[src/sv/stkdf_pkg.sv]
`default_nettype none

package stkdf_pkg;

	// Largest frame accepted, in bytes (start byte through checksum)
	localparam int unsigned MAX_FRAME = 512;

	// Position counter must hold MAX_FRAME itself
	localparam int unsigned POS_W   = $clog2(MAX_FRAME + 1);
	localparam int unsigned INDEX_W = 9;
	localparam int unsigned LEN_W   = 17;

	localparam logic [7:0] START_BYTE = 8'd27;
	localparam logic [7:0] TOKEN_BYTE = 8'd14;

	// Frame overhead: start, seq, size hi, size lo, token, checksum
	localparam logic [LEN_W-1:0] FRAME_OVERHEAD = LEN_W'(6);

	// Positions counted after the byte is taken (byte index + 1)
	localparam logic [POS_W-1:0] POS_SIZE_HIGH = POS_W'(3);
	localparam logic [POS_W-1:0] POS_SIZE_LOW  = POS_W'(4);
	localparam logic [POS_W-1:0] POS_TOKEN     = POS_W'(5);

	typedef enum logic [1:0] {
		EV_BYTE = 2'd0,
		EV_GOOD = 2'd1,
		EV_BAD  = 2'd2,
		EV_DROP = 2'd3
	} event_kind_t;

	typedef struct packed {
		logic                 emit;
		logic [7:0]           data;
		logic [INDEX_W-1:0]   index;
		event_kind_t          kind;
	} result_t;

endpackage

`default_nettype wire

[src/sv/stkdf_parser.sv]
`default_nettype none

module stkdf_parser (
	input  wire logic              clk,
	input  wire logic              arst_n,
	input  wire logic              en,
	input  wire logic [7:0]        data,
	output stkdf_pkg::result_t     result
);
	import stkdf_pkg::*;

	logic [POS_W-1:0] pos_q, pos_n, pos_inc;
	logic [POS_W-1:0] exp_len_q, exp_len_n;
	logic [7:0]       xor_q, xor_n;
	logic [7:0]       size_hi_q, size_hi_n;
	logic [LEN_W-1:0] len;
	logic             len_over;

	assign pos_inc  = pos_q + POS_W'(1);
	assign len      = {1'b0, size_hi_q, data} + FRAME_OVERHEAD;
	assign len_over = len > LEN_W'(MAX_FRAME);

	// Next state and result for the byte under evaluation
	always_comb begin
		pos_n        = pos_q;
		exp_len_n    = exp_len_q;
		xor_n        = xor_q;
		size_hi_n    = size_hi_q;
		result.emit  = 1'b0;
		result.data  = data;
		result.index = INDEX_W'(pos_q);
		result.kind  = EV_BYTE;

		if (pos_q == '0) begin
			// Hunting for start byte
			if (data == START_BYTE) begin
				result.emit = 1'b1;
				pos_n       = POS_W'(1);
				exp_len_n   = '0;
				xor_n       = data;
			end
		end else if (pos_q >= POS_W'(MAX_FRAME)) begin
			// Runaway frame
			result.emit = 1'b1;
			result.kind = EV_DROP;
			pos_n       = '0;
			exp_len_n   = '0;
		end else begin
			result.emit = 1'b1;
			pos_n       = pos_inc;
			xor_n       = xor_q ^ data;
			if (pos_inc == POS_SIZE_HIGH) begin
				size_hi_n = data;
			end else if (pos_inc == POS_SIZE_LOW) begin
				if (len_over) begin
					result.kind = EV_DROP;
					pos_n       = '0;
					exp_len_n   = '0;
				end else begin
					exp_len_n = POS_W'(len);
				end
			end else if (pos_inc == POS_TOKEN) begin
				if (data != TOKEN_BYTE) begin
					result.kind = EV_DROP;
					pos_n       = '0;
					exp_len_n   = '0;
				end
			end else if (exp_len_q != '0 && pos_inc == exp_len_q) begin
				// Checksum byte: XOR over whole frame must be zero
				result.kind = (xor_n == 8'd0) ? EV_GOOD : EV_BAD;
				pos_n       = '0;
				exp_len_n   = '0;
			end
		end
	end

	// Frame state, updated once per evaluated byte
	always_ff @(posedge clk or negedge arst_n) begin
		if (!arst_n) begin
			pos_q     <= '0;
			exp_len_q <= '0;
			xor_q     <= '0;
			size_hi_q <= '0;
		end else if (en) begin
			pos_q     <= pos_n;
			exp_len_q <= exp_len_n;
			xor_q     <= xor_n;
			size_hi_q <= size_hi_n;
		end
	end

endmodule

`default_nettype wire

[src/sv/stk500v2_frame_deframer.sv]
// Path from rx_byte transfer to result: input register, then result register.
// Throughput: one byte per cycle while out_ready is high; the frame state update is a
// single pass of compare, 10-bit increment and 8-bit XOR between the input and result
// registers. Bytes that do not open a frame while hunting produce no result.
// Reset (arst_n low, asynchronous): both registers empty, deframer hunting,
// length, XOR and size byte cleared.
`default_nettype none

module stk500v2_frame_deframer (
	input  wire logic                              clk,
	input  wire logic                              arst_n,
	input  wire logic                              in_valid,
	output logic                                   in_ready,
	input  wire logic [7:0]                        rx_byte,
	output logic                                   out_valid,
	input  wire logic                              out_ready,
	output logic [7:0]                             out_byte,
	output logic [stkdf_pkg::INDEX_W-1:0]          out_index,
	output logic [1:0]                             event_kind
);
	import stkdf_pkg::*;

	logic       valid_s1;
	logic [7:0] byte_s1;
	logic       adv_s1;
	logic       in_xfer;
	result_t    res;

	// Stage 1 moves on when the result register is free or being emptied
	assign adv_s1   = valid_s1 && (!out_valid || out_ready);
	assign in_ready = !valid_s1 || adv_s1;
	assign in_xfer  = in_valid && in_ready;

	// Input register
	always_ff @(posedge clk or negedge arst_n) begin
		if (!arst_n) begin
			valid_s1 <= 1'b0;
		end else if (in_ready) begin
			valid_s1 <= in_valid;
		end
	end

	always_ff @(posedge clk) begin
		if (in_xfer) begin
			byte_s1 <= rx_byte;
		end
	end

	stkdf_parser u_parser (
		.clk    (clk),
		.arst_n (arst_n),
		.en     (adv_s1),
		.data   (byte_s1),
		.result (res)
	);

	// Result register
	always_ff @(posedge clk or negedge arst_n) begin
		if (!arst_n) begin
			out_valid <= 1'b0;
		end else if (adv_s1 && res.emit) begin
			out_valid <= 1'b1;
		end else if (out_ready) begin
			out_valid <= 1'b0;
		end
	end

	always_ff @(posedge clk) begin
		if (adv_s1 && res.emit) begin
			out_byte   <= res.data;
			out_index  <= res.index;
			event_kind <= res.kind;
		end
	end

`ifndef SYNTH
	// A held stage-1 byte is not overwritten
	a_s1_hold: assert property (@(posedge clk) disable iff (!arst_n)
		valid_s1 && !adv_s1 |=> valid_s1 && $stable(byte_s1))
		else $error("stage 1 byte lost while stalled");

	// Frame byte at index zero is always the start byte
	a_start: assert property (@(posedge clk) disable iff (!arst_n)
		out_valid && out_index == '0 && event_kind == EV_BYTE |-> out_byte == START_BYTE)
		else $error("index zero without start byte");

	// Checksum verdict only after the header
	a_verdict: assert property (@(posedge clk) disable iff (!arst_n)
		out_valid && (event_kind == EV_GOOD || event_kind == EV_BAD)
		|-> out_index >= INDEX_W'(5))
		else $error("checksum verdict inside header");
`endif

endmodule

`default_nettype wire

[config.mk]
export PLATFORM = sky130hd
export DESIGN_NAME = stk500v2_frame_deframer
export DESIGN_NICKNAME = d
export VERILOG_FILES = /design/src/sv/stkdf_pkg.sv /design/src/sv/stkdf_parser.sv /design/src/sv/stk500v2_frame_deframer.sv
export SDC_FILE = /design/constraint.sdc
export NUM_CORES = 1
export LEC_CHECK = 0
export BUFFER_PORTS_ARGS = -buffer_cell sky130_fd_sc_hd__buf_2
export CAP_MARGIN = 10
export CORE_MARGIN = 10
export CORE_UTILIZATION = 50
export DETAILED_ROUTE_END_ITERATION = 16
export PLACE_DENSITY = 0.82
export SLEW_MARGIN = 40
export SYNTH_ARGS = -nofsm -noshare
export SYNTH_HDL_FRONTEND = slang
export SYNTH_SLANG_ARGS = --single-unit
[constraint.sdc]
create_clock -name clk -period 2.8 [get_ports clk]
set_input_delay 0.28 -clock clk [delete_from_list [all_inputs] [get_ports clk]]
set_output_delay 0.28 -clock clk [all_outputs]
set_load 0.01 [all_outputs]
==> impl_results.html <==
<table>
<tr><th>Metric</th><th>Value</th></tr>
<tr><th colspan="2">Critical path</th></tr>
<tr><td>Arrival time of data at the critical path endpoint</td><td>2960 ps</td></tr>
<tr><td>Library cell contributing the largest single delay on the critical path</td><td>or4_4</td></tr>
<tr><td>Largest fanout on the critical path</td><td>9</td></tr>
<tr><td>Critical setup path kind</td><td>reg2reg</td></tr>
<tr><td>Critical path data required time</td><td>3090 ps</td></tr>
<tr><td>Top cell family by delay on the critical path</td><td>simple AND/OR/NAND/NOR gates</td></tr>
<tr><td>Number of buffer and inverter stages on the critical path</td><td>1</td></tr>
<tr><td>Worst path cell trace</td><td>inv_1, ha_1, nand4b_1, nor3_1, mux2i_1, nand3_1, or2_1, or4_4, o21ai_2</td></tr>
<tr><td>Delay of the slowest critical-path stage</td><td>640 ps</td></tr>
<tr><td>Launching element type of the critical path</td><td>flip-flop</td></tr>
<tr><td>Nature of the critical path endpoint</td><td>flip-flop</td></tr>
<tr><th colspan="2">Clocking</th></tr>
<tr><td>Clock input transition at the sequential cells of the worst setup and hold paths</td><td>80 ps</td></tr>
<tr><td>Number of buffers added by the clock tree synthesis step</td><td>9</td></tr>
<tr><td>TritonCTS clock tree</td><td>built</td></tr>
<tr><td>Buffers from clock root to sink, at most</td><td>2</td></tr>
<tr><td>H-tree depth</td><td>3</td></tr>
<tr><td>Skew-Pair Late Insertion Delay</td><td>360 ps</td></tr>
<tr><td>Clk root buf</td><td>clkbuf_8</td></tr>
<tr><td>Clk sinks</td><td>65</td></tr>
<tr><th colspan="2">Routing</th></tr>
<tr><td>DR pass1 iterations</td><td>6</td></tr>
<tr><td>Wire length reported by the detailed router</td><td>9290 um</td></tr>
<tr><td>Total number of vias</td><td>3137</td></tr>
<tr><td>Routed len/inst</td><td>17.3 um</td></tr>
<tr><td>Drt initial violations</td><td>187</td></tr>
<tr><td>Number of vias per cell after detailed routing</td><td>5.83</td></tr>
<tr><td>Detail Route Antenna Nets</td><td>0</td></tr>
<tr><td>DRC</td><td>0</td></tr>
<tr><th colspan="2">Timing</th></tr>
<tr><td>Max-slew violation total from the final report</td><td>0</td></tr>
<tr><td>Slew headroom</td><td>60.0%</td></tr>
<tr><td>Share of the cycle needed by the critical path after routing</td><td>95.5%</td></tr>
<tr><td>Number of failing hold endpoints at the final stage</td><td>0</td></tr>
<tr><td>Post-layout minimum cycle time</td><td>2680 ps</td></tr>
<tr><td>Max Clock Freq</td><td>374 MHz</td></tr>
<tr><td>Worst-case setup margin in the final layout</td><td>125 ps</td></tr>
<tr><td>Worst setup skew after layout</td><td>8.99 ps</td></tr>
<tr><td>Setup Total Neg Slack</td><td>0 ps</td></tr>
<tr><td>Worst-Margin Slew</td><td>597 ps</td></tr>
<tr><td>Unrepaired setup endpoints after global routing</td><td>no</td></tr>
<tr><td>Final number of setup-violating endpoints</td><td>0</td></tr>
<tr><th colspan="2">Layout</th></tr>
<tr><td>Final non-filler cell area</td><td>4510 sq um</td></tr>
<tr><td>Sequential cell area</td><td>1770 sq um</td></tr>
<tr><td>Final core utilization</td><td>62.2%</td></tr>
<tr><td>Post-layout nets</td><td>452</td></tr>
<tr><td>Final antenna diode count</td><td>0</td></tr>
<tr><td>Fraction of final layout cells sized beyond drive strength 1</td><td>29.8%</td></tr>
<tr><td>Footprint of the multi-input gates</td><td>1850 sq um</td></tr>
<tr><td>Synthesis-to-finish area growth</td><td>21.4%</td></tr>
<tr><td>Commonest cells after routing, fill and taps aside</td><td>buf_4, nand2_1, dfrtp_1, buf_2, edfxtp_1</td></tr>
<tr><td>Fill cells</td><td>582</td></tr>
<tr><td>Most common cell after layout, fill and taps aside</td><td>buf_4</td></tr>
<tr><th colspan="2">Logic synthesis</th></tr>
<tr><td>Area share of the leading cell type in the synthesized netlist</td><td>25.6%</td></tr>
<tr><td>YS warnings</td><td>0</td></tr>
<tr><td>Cell types occupying the most area after synthesis</td><td>dfrtp_1, edfxtp_1, xnor2_1</td></tr>
<tr><td>Synth Register Bits</td><td>65</td></tr>
<tr><td>Count of flip-flops with a built-in enable after synthesis</td><td>27</td></tr>
<tr><td>Average size of a mapped cell</td><td>10.2 sq um</td></tr>
<tr><td>Syn nets</td><td>383</td></tr>
<tr><td>Top flip-flop cell by instance count after synthesis</td><td>dfrtp_1</td></tr>
<tr><td>Share of async-settable or async-resettable flops after synthesis</td><td>58.5%</td></tr>
<tr><td>Dominant cell type by area after synthesis</td><td>dfrtp_1</td></tr>
<tr><td>Gate count of the mapped netlist</td><td>365</td></tr>
<tr><td>Distinct cells, synth</td><td>70</td></tr>
<tr><td>Cell area after synthesis</td><td>3720 sq um</td></tr>
<tr><td>Sequential-to-total area share from yosys stat</td><td>47.4%</td></tr>
<tr><th colspan="2">Power and ir drop</th></tr>
<tr><td>P_leak</td><td>1.90 nW</td></tr>
<tr><td>Cell Pwr Density</td><td>1050 nW/um^2</td></tr>
<tr><td>Max rail drop VDD</td><td>585 uV</td></tr>
<tr><th colspan="2">Floorplanning</th></tr>
<tr><td>I/O pin cnt</td><td>33</td></tr>
<tr><td>Effective utilization at floorplan</td><td>51.3%</td></tr>
<tr><td>Die Span Y</td><td>106 um</td></tr>
<tr><td>Area of the die</td><td>11300 sq um</td></tr>
<tr><td>Row count</td><td>31</td></tr>
<tr><td>Horiz. Die Dim</td><td>106 um</td></tr>
<tr><td>Core Footprint</td><td>7250 sq um</td></tr>
<tr><th colspan="2">Place</th></tr>
<tr><td>Count of buffers inserted at the top-level ports</td><td>32</td></tr>
<tr><td>Placer's final routability congestion estimate</td><td>0.898</td></tr>
<tr><td>Placement Cell Area</td><td>4240 sq um</td></tr>
<tr><td>Worst slack at placement</td><td>-70.1 ps</td></tr>
<tr><td>Half-perimeter wire length after placement</td><td>6840 um</td></tr>
<tr><th colspan="2">Global route</th></tr>
<tr><td>Global Route Usage Sum</td><td>16.9%</td></tr>
<tr><td>Number of antenna violations at the first check in global routing</td><td>0</td></tr>
<tr><td>First-pass GRT wire length</td><td>15500 um</td></tr>
<tr><td>Maximum number of pins on one net before global-route repair</td><td>39</td></tr>
<tr><td>Number of global-route vias before repair</td><td>3120</td></tr>
<tr><td>Remaining global-route overflow</td><td>0</td></tr>
<tr><th colspan="2">Worst hold path</th></tr>
<tr><td>Class of the worst hold path</td><td>in2reg</td></tr>
<tr><th colspan="2">Run status</th></tr>
<tr><td>Outcome</td><td>completed</td></tr>
<tr><th colspan="2">Flow run</th></tr>
<tr><td>Number of maximum-capacitance constraint violations</td><td>0</td></tr>
</table>
-- power breakdown --
group / leakage, nW / switching [W] / total (W) / internal, W
combinational: 1.05 / 0.00129 / 0.00227 / 0.000980
clock: 0.103 / 0.000402 / 0.000829 / 0.000427
sequential: 0.746 / 0.000279 / 0.00165 / 0.00137
total: 1.90 / 0.00197 / 0.00475 / 0.00278
-- state kept, by name (all words and copies together) (netlist names), 2 cells and up --
name	count
u_parser.size_hi_q	8
out_byte	8
u_parser.pos_q	10
byte_s1	8
u_parser.exp_len_q	10
event_kind	2
out_index	9
u_parser.xor_q	8
-- cell families (layout without fill, tap and decap cells) --
kind of cell	after synthesis	count (layout)	share of synthesized area (%)
flops	65	65	47.4
xor+xnor	27	27	6.36
compound gates	85	85	16.9
simple gates	139	139	20.7
buf+inv	34	108	4.07
mux	9	9	2.63
fa+ha+maj	6	6	2.02
-- cells in the mapped netlist (7+ instances only) --
master,count
o21ai_1,8
edfxtp_1,27
o21ai_2,9
nand2_1,41
dfrtp_1,38
xnor2_1,20
o21ai_0,13
xor2_1,7
buf_2,10
inv_1,14
nor2_1,23
nand4_1,7
clkbuf_1,7
nor3_1,11
a21oi_1,17
-- routing by layer --
metal,vias up,GRT usage [%],wire (um)
met5,-,0,0
met4,0,5.80,180
met3,20,4.47,547
met2,132,30.3,4870
met1,1513,18.9,3690
li1,1472,-,-
-- per-stage QoR --
stage	hold WS [ps]	total power [W]	std cells
finish	90.2	0.00475	538
global route	78.3	0.00505	538
CTS	81.6	0.00467	538
detailed placement	284	0.00379	520
global placement	440	0.00372	520
floorplan	-15.6	0.00303	365
-- timing repair --
item                       CTS  global route
setup buffers                1             0
setup endpoints to repair   10            20
pin swaps                    2             3
hold endpoints to repair    38             0
resized for setup            3            13
hold buffers                 1             0
-- worst register-to-register path, cell delays in order (launching register included) --
cell and delay (ps):
edfxtp_1 400, inv_1 70, ha_1 190, nand4b_1 220, nor3_1 270, mux2i_1 220
nand3_1 120, or2_1 310, or4_4 640, o21ai_2 170
-- final timing paths --
path / start / endpoint / slack [ps] / cells past startpoint
worst max-delay path: byte_s1[2] / u_parser.exp_len_q[7] / 120 / 9
worst max register to register: byte_s1[2] / u_parser.exp_len_q[7] / 120 / 9
max in group asynchronous: arst_n / u_parser.pos_q[1] / 1980 / 2
worst min register to register: u_parser.size_hi_q[5] / u_parser.size_hi_q[5] / 500 / 1
min in group asynchronous: arst_n / u_parser.pos_q[3] / 450 / 2
worst min-delay path: rx_byte[7] / byte_s1[7] / 90 / 1
-- layout make-up --
cell class / count / share of cell area, %
clock inverter: 7 / 1.86
multi-input combinational: 266 / 40.9
clock buffer: 9 / 2.74
tap: 99 / 2.74
timing repair buffer: 78 / 11.4
inverter: 14 / 1.16
sequential: 65 / 39.1
Power figures use the tool's default switching activity.
